File: config.mk
export PLATFORM = sky130hd
export DESIGN_NAME = nmf_window
export DESIGN_NICKNAME = d
export VERILOG_FILES = /design/src/nmf_pkg.sv /design/src/nmf_window.sv
export SDC_FILE = /design/constraint.sdc
export NUM_CORES = 1
export LEC_CHECK = 0
export BUFFER_PORTS_ARGS = -buffer_cell sky130_fd_sc_hd__clkbuf_2
export CORE_ASPECT_RATIO = 2
export CORE_MARGIN = 4
export CORE_UTILIZATION = 37
export DETAILED_ROUTE_END_ITERATION = 8
export GPL_TIMING_DRIVEN = 0
export SYNTH_ARGS = -nofsm -noshare
export SYNTH_HDL_FRONTEND = slang
export SYNTH_SLANG_ARGS = --single-unit
File: constraint.sdc
create_clock -name i_clk -period 8.4 [get_ports i_clk]
set_clock_uncertainty 0.1 [all_clocks]
set_input_delay 0.42 -clock i_clk [delete_from_list [all_inputs] [get_ports i_clk]]
set_output_delay 0.42 -clock i_clk [all_outputs]
set_load 0.01 [all_outputs]
File: src/nmf_pkg.sv
// Package of the 3x3 neighbour-mean filter: pixel and line store types,
// configuration register codes and geometry constants. Depends on nothing.
package nmf_pkg;

    localparam int PIX_W      = 8;
    localparam int SUM_W      = 11;
    localparam int CFG_DATA_W = 13;
    localparam int IMG_W_BITS = 11;
    localparam int IMG_H_BITS = 13;
    localparam int GEOM_MIN   = 3;
    localparam int GEOM_RESET = 1024;

    typedef logic [PIX_W-1:0] t_pix;

    typedef struct packed {
        t_pix older;
        t_pix newer;
    } t_line_pair;

    typedef enum logic [0:0] {
        REG_IMAGE_WIDTH  = 1'b0,
        REG_IMAGE_HEIGHT = 1'b1
    } t_cfg_reg;

    function automatic int clamp_geom(input int value, input int upper);
        int res;
        res = value;
        if (value < GEOM_MIN) begin
            res = GEOM_MIN;
        end else if (value > upper) begin
            res = upper;
        end
        return res;
    endfunction

endpackage

File: src/nmf_window.sv
// 3x3 pixel window and neighbour adder tree of the mean filter.
// Depends on nmf_pkg for the pixel type and sum width.
module nmf_window (
    input  logic          i_clk,
    input  logic          i_rst_n,
    input  logic          i_shift,
    input  nmf_pkg::t_pix i_top,
    input  nmf_pkg::t_pix i_mid,
    input  nmf_pkg::t_pix i_pixel,
    output nmf_pkg::t_pix o_mean
);
    import nmf_pkg::*;

    t_pix             r_win [9];
    logic [SUM_W-1:0] sum;

    always_ff @(posedge i_clk) begin
        if (!i_rst_n) begin
            for (int i = 0; i < 9; i++) begin
                r_win[i] <= '0;
            end
        end else if (i_shift) begin
            for (int i = 0; i < 3; i++) begin
                r_win[i*3]     <= r_win[i*3 + 1];
                r_win[i*3 + 1] <= r_win[i*3 + 2];
            end
            r_win[2] <= i_top;
            r_win[5] <= i_mid;
            r_win[8] <= i_pixel;
        end
    end

    // The centre pixel sits at index 4 and is left out of the sum.
    assign sum = ((SUM_W'(r_win[0]) + SUM_W'(r_win[1]))
               + (SUM_W'(r_win[2]) + SUM_W'(r_win[3])))
               + ((SUM_W'(r_win[5]) + SUM_W'(r_win[6]))
               + (SUM_W'(r_win[7]) + SUM_W'(r_win[8])));

    assign o_mean = sum[SUM_W-1:SUM_W-PIX_W];

endmodule

* Word-level counts from Yosys, hierarchy flattened
Memory sizes are Yosys's and may differ from the RTL's. Cells that the tools add are included.
Storage, ports and cells: register bits 0, memory bits (writable) 72, input bits 27, output and inout bits 8, word-level logic and storage cells 30, memories 1
Operators by class: add/sub/neg operators 7, multiplexer cells 13, bitwise operators 9
Memories:
- r_win | words 9, width 8, rd ports 9, clocked after Yosys merged registers in 0, write ports 9, RTL line nmf_window.sv:14 | t_pix r_win [9];
Operators with widths (count):
- $mux W8 | 9
- $add A8 B8 Y9 | 4
- $add A9 B9 Y10 | 2
- $add A10 B10 Y11 | 1
- $or A1 B1 Y1 | 9
- $mux W1 | 4

* Logic depth before layout (Yosys ltp)
depth after elaboration 4, depth in mapped cells 15, depth with buffers taken out 15

* Worst setup path before layout
No wires, ideal clock.
path type flip-flop to output port, start memory r_win[0][3] (netlist name), end output o_mean[5], arrival 3.764 ns, data required time 7.880 ns, slack 4.116 ns, stages on the path, launching flop included 14, path buffers 0, cells stage by stage edfxtp_1 inv_1 fa_1 inv_1 fa_1 fa_1 inv_1 fa_1 inv_1 fa_1 a21o_1 a21oi_1 o21ai_0 xor2_1
RTL lines:
- from (decl) | RTL line nmf_window.sv:14
- to (decl) | RTL line nmf_window.sv:10 | output nmf_pkg::t_pix o_mean

==> flow_summary.ini <==
[routing]
route.detailed.drc = 0
drtIter0Drc = 125
dr_total_vias = 2556
vias_per_cell = 4.61
drt-pass1-iter-count = 4
drt-wirelength-per-cell_um = 14.9
wirelength_mm = 8.24
ant_nets = 0

[timing]
maxSlewHeadroom_pct = 37.6
worst_pin_slew_ns = 0.936
setup_viol = 0
rsz0062_at_grt = false
layout_min_cycle_time_ns = 5.03
slew_violations = 0
fmax_mhz = 199
min_period_over_period_pct = 59.9
hold_viol = 0
tns_ns = 0

[grt]
grt_util_all_layers_pct = 13.2
grt_pass1_vias = 2806
grt-ovfl-total = 0
grt_max_degree = 73
grt_antenna_before_repair = 0
grt_pass1_wl_mm = 13.8

[clock_network]
root_buffer = clkbuf_16
cts_tree = built
cts_buffers = 9
clk_pin_slew_ns = 0.06
cts_sinks = 72
cts_hold_buffers = 0
cts.path.max_buffers = 2
htreeDepth = 3
clk_latency_ns = 0.33
cts_resized = 0
postCtsSetupBuffers = 0

[placement]
gp_congestion = 0.770
dp_hpwl_mm = 6.48
dp.cells = 538
io_buffers = 32
place_area_um2 = 4720

[floorplanning]
ios = 35
num_rows = 55
die_w_um = 84.9
core_area_um2 = 11400
dieHeight_um = 162
start_util_pct = 38.3
die_area_um2 = 13700

[finish]
reg_top3 = r_win: 72 flops
layout_common_cells = inv_1 (110), and3_1 (72), edfxtp_1 (72)
layout.cells.most_common = inv_1
drive_above_1_share_pct = 12.6
final_cells = 554
largest_register = r_win
seq_area_um2 = 2160
diodes = 0
postLayoutCellArea_um2 = 5040
nets = 490
largest_reg_flops = 72
area_growth_pct = 15.3
multi_input_area_um2 = 1730
fillers = 1124

[yosys]
yosys.area.top_type = edfxtp_1
yosysUniqueCellTypes = 27
syn_nets = 447
yosys-top-cells-area = edfxtp_1 (49%), fa_1 (21%), and3_1 (10%), inv_1 (9.4%), ha_1 (2.9%)
netlist_instances = 364
synth_area_per_cell_um2 = 12.0
synth_top_area_share_pct = 49.4
yosysSeqAreaShare_pct = 49.4
ys_seq_elements = 72
synth_warnings = 0
syn_area_um2 = 4370

[worst_setup_path]
cp-endpoint = o_mean[5]
cp.required_ns = 7.88
ff2ff_path_depth = 1
cpMostUsedCell = fa_1
r2r_end = r_win[0][62]
rrSetupSlack_ns = 7.39
cp_slowest_cell = fa_1
arrival_ns = 4.51
cp_max_fo = 3
reg2reg_from = r_win[0][70]
worstPathCellList = inv_1 -> fa_1 -> fa_1 -> fa_1 -> inv_1 -> ha_1 -> a21oi_1 -> nor2_1 -> fa_1 -> a21o_1 -> a21oi_1 -> o21ai_0 -> xor2_1 -> clkbuf_2
startpoint = r_win[0][17]
crit_type = flop to output pin
max_stage_delay_ns = 0.55
cp-start-kind = flop
endpoint_kind = output pin

[hold_path]
hold_class = input pin to flop
hold_depth = 2

[status]
status = completed

[power]
p_per_area_nw_per_um2 = 330
leakagePower_nw = 2.50
power.total_w = 0.00166
vdd_drop_max_v = 0.000272

[job]
drv_cap = 0
## metrics by stage
| stage | hold WS, ns | util, % | setup slack, ns |
|---|---|---|---|
| after global placement | 0.437 | 41.2 | 3.77 |
| after floorplan | 0.435 | - | 4.12 |
| after detailed placement | 0.447 | 41.3 | 3.72 |
| final | 0.299 | 44.1 | 3.37 |
| after CTS | 0.291 | 44.1 | 3.34 |
| after global routing | 0.289 | 44.1 | 3.08 |
## power by group
group	total, W	switching (W)	internal (W)	leakage (nW)
logic	0.000822	0.000465	0.000357	1.55
clock network	0.000406	0.000145	0.000261	0.153
registers	0.000435	0.0000117	0.000423	0.790
## cells by family (layout without fill, tap and decap cells)
logic type / count (synthesis) / in the layout / synth area share, %
compound gates: 14 / 14 / 2.17
xor+xnor: 5 / 5 / 1.00
fa+ha+maj: 56 / 56 / 23.9
buf+inv: 127 / 175 / 11.1
flops: 72 / 72 / 49.4
simple gates: 90 / 90 / 12.4
## layer usage
metal	vias up	part of all wire, %	track usage (%)
met4	0	3.8	7.35
met2	36	55	23.9
li1	1241	-	-
met3	14	2.6	2.18
met5	-	0	0
met1	1265	38	14.2
## synth_stat cells
cell type,instances
inv_1,110
and3_1,72
edfxtp_1,72
fa_1,46
clkbuf_1,16
ha_1,10
a21oi_1,6
nor2_1,5
nand2_1,4
xnor2_1,3
nand2b_1,2
o21ai_0,2
xor2_1,2
a21o_1,1
a21oi_2,1
a221oi_2,1
a2bb2oi_1,1
and2_1,1
buf_6,1
nand3_1,1
nand3b_1,1
nand4_1,1
nand4b_1,1
nor3_1,1
o211ai_1,1
o21a_1,1
or2_2,1
## worst max-delay path: cells and delay by family, from the launching register on
kind	cells	cell delay [ns]
XOR/XNOR	1	0.16
adder cells (fa/ha/maj)	5	2.28
AND/OR/NAND/NOR	1	0.10
AO/OA/AOI/OAI	4	0.92
buffers and inverters	3	0.29
flip-flops	1	0.43
## worst min-delay path by stage
stage	from	endpoint	slack (ns)
6_report	i_pixel[6]	r_win[0][70]	0.30
3_3_place_gp	r_win[0][37]	r_win[0][29]	0.44
3_5_place_dp	r_win[0][36]	r_win[0][28]	0.45
2_1_floorplan	r_win[0][32]	r_win[0][24]	0.43
5_1_grt	i_top[1]	r_win[0][17]	0.29
4_1_cts	i_pixel[6]	r_win[0][70]	0.29
## area by class of cell
type,count,area share (%)
clock inverter,6,1.86
clock buffer,10,4.54
timing repair buffer,32,3.18
multi-input combinational,165,34.4
buffer,17,1.41
tap,142,3.52
sequential,72,42.9
inverter,110,8.19
No activity file was read; power rests on OpenSTA's default activity.
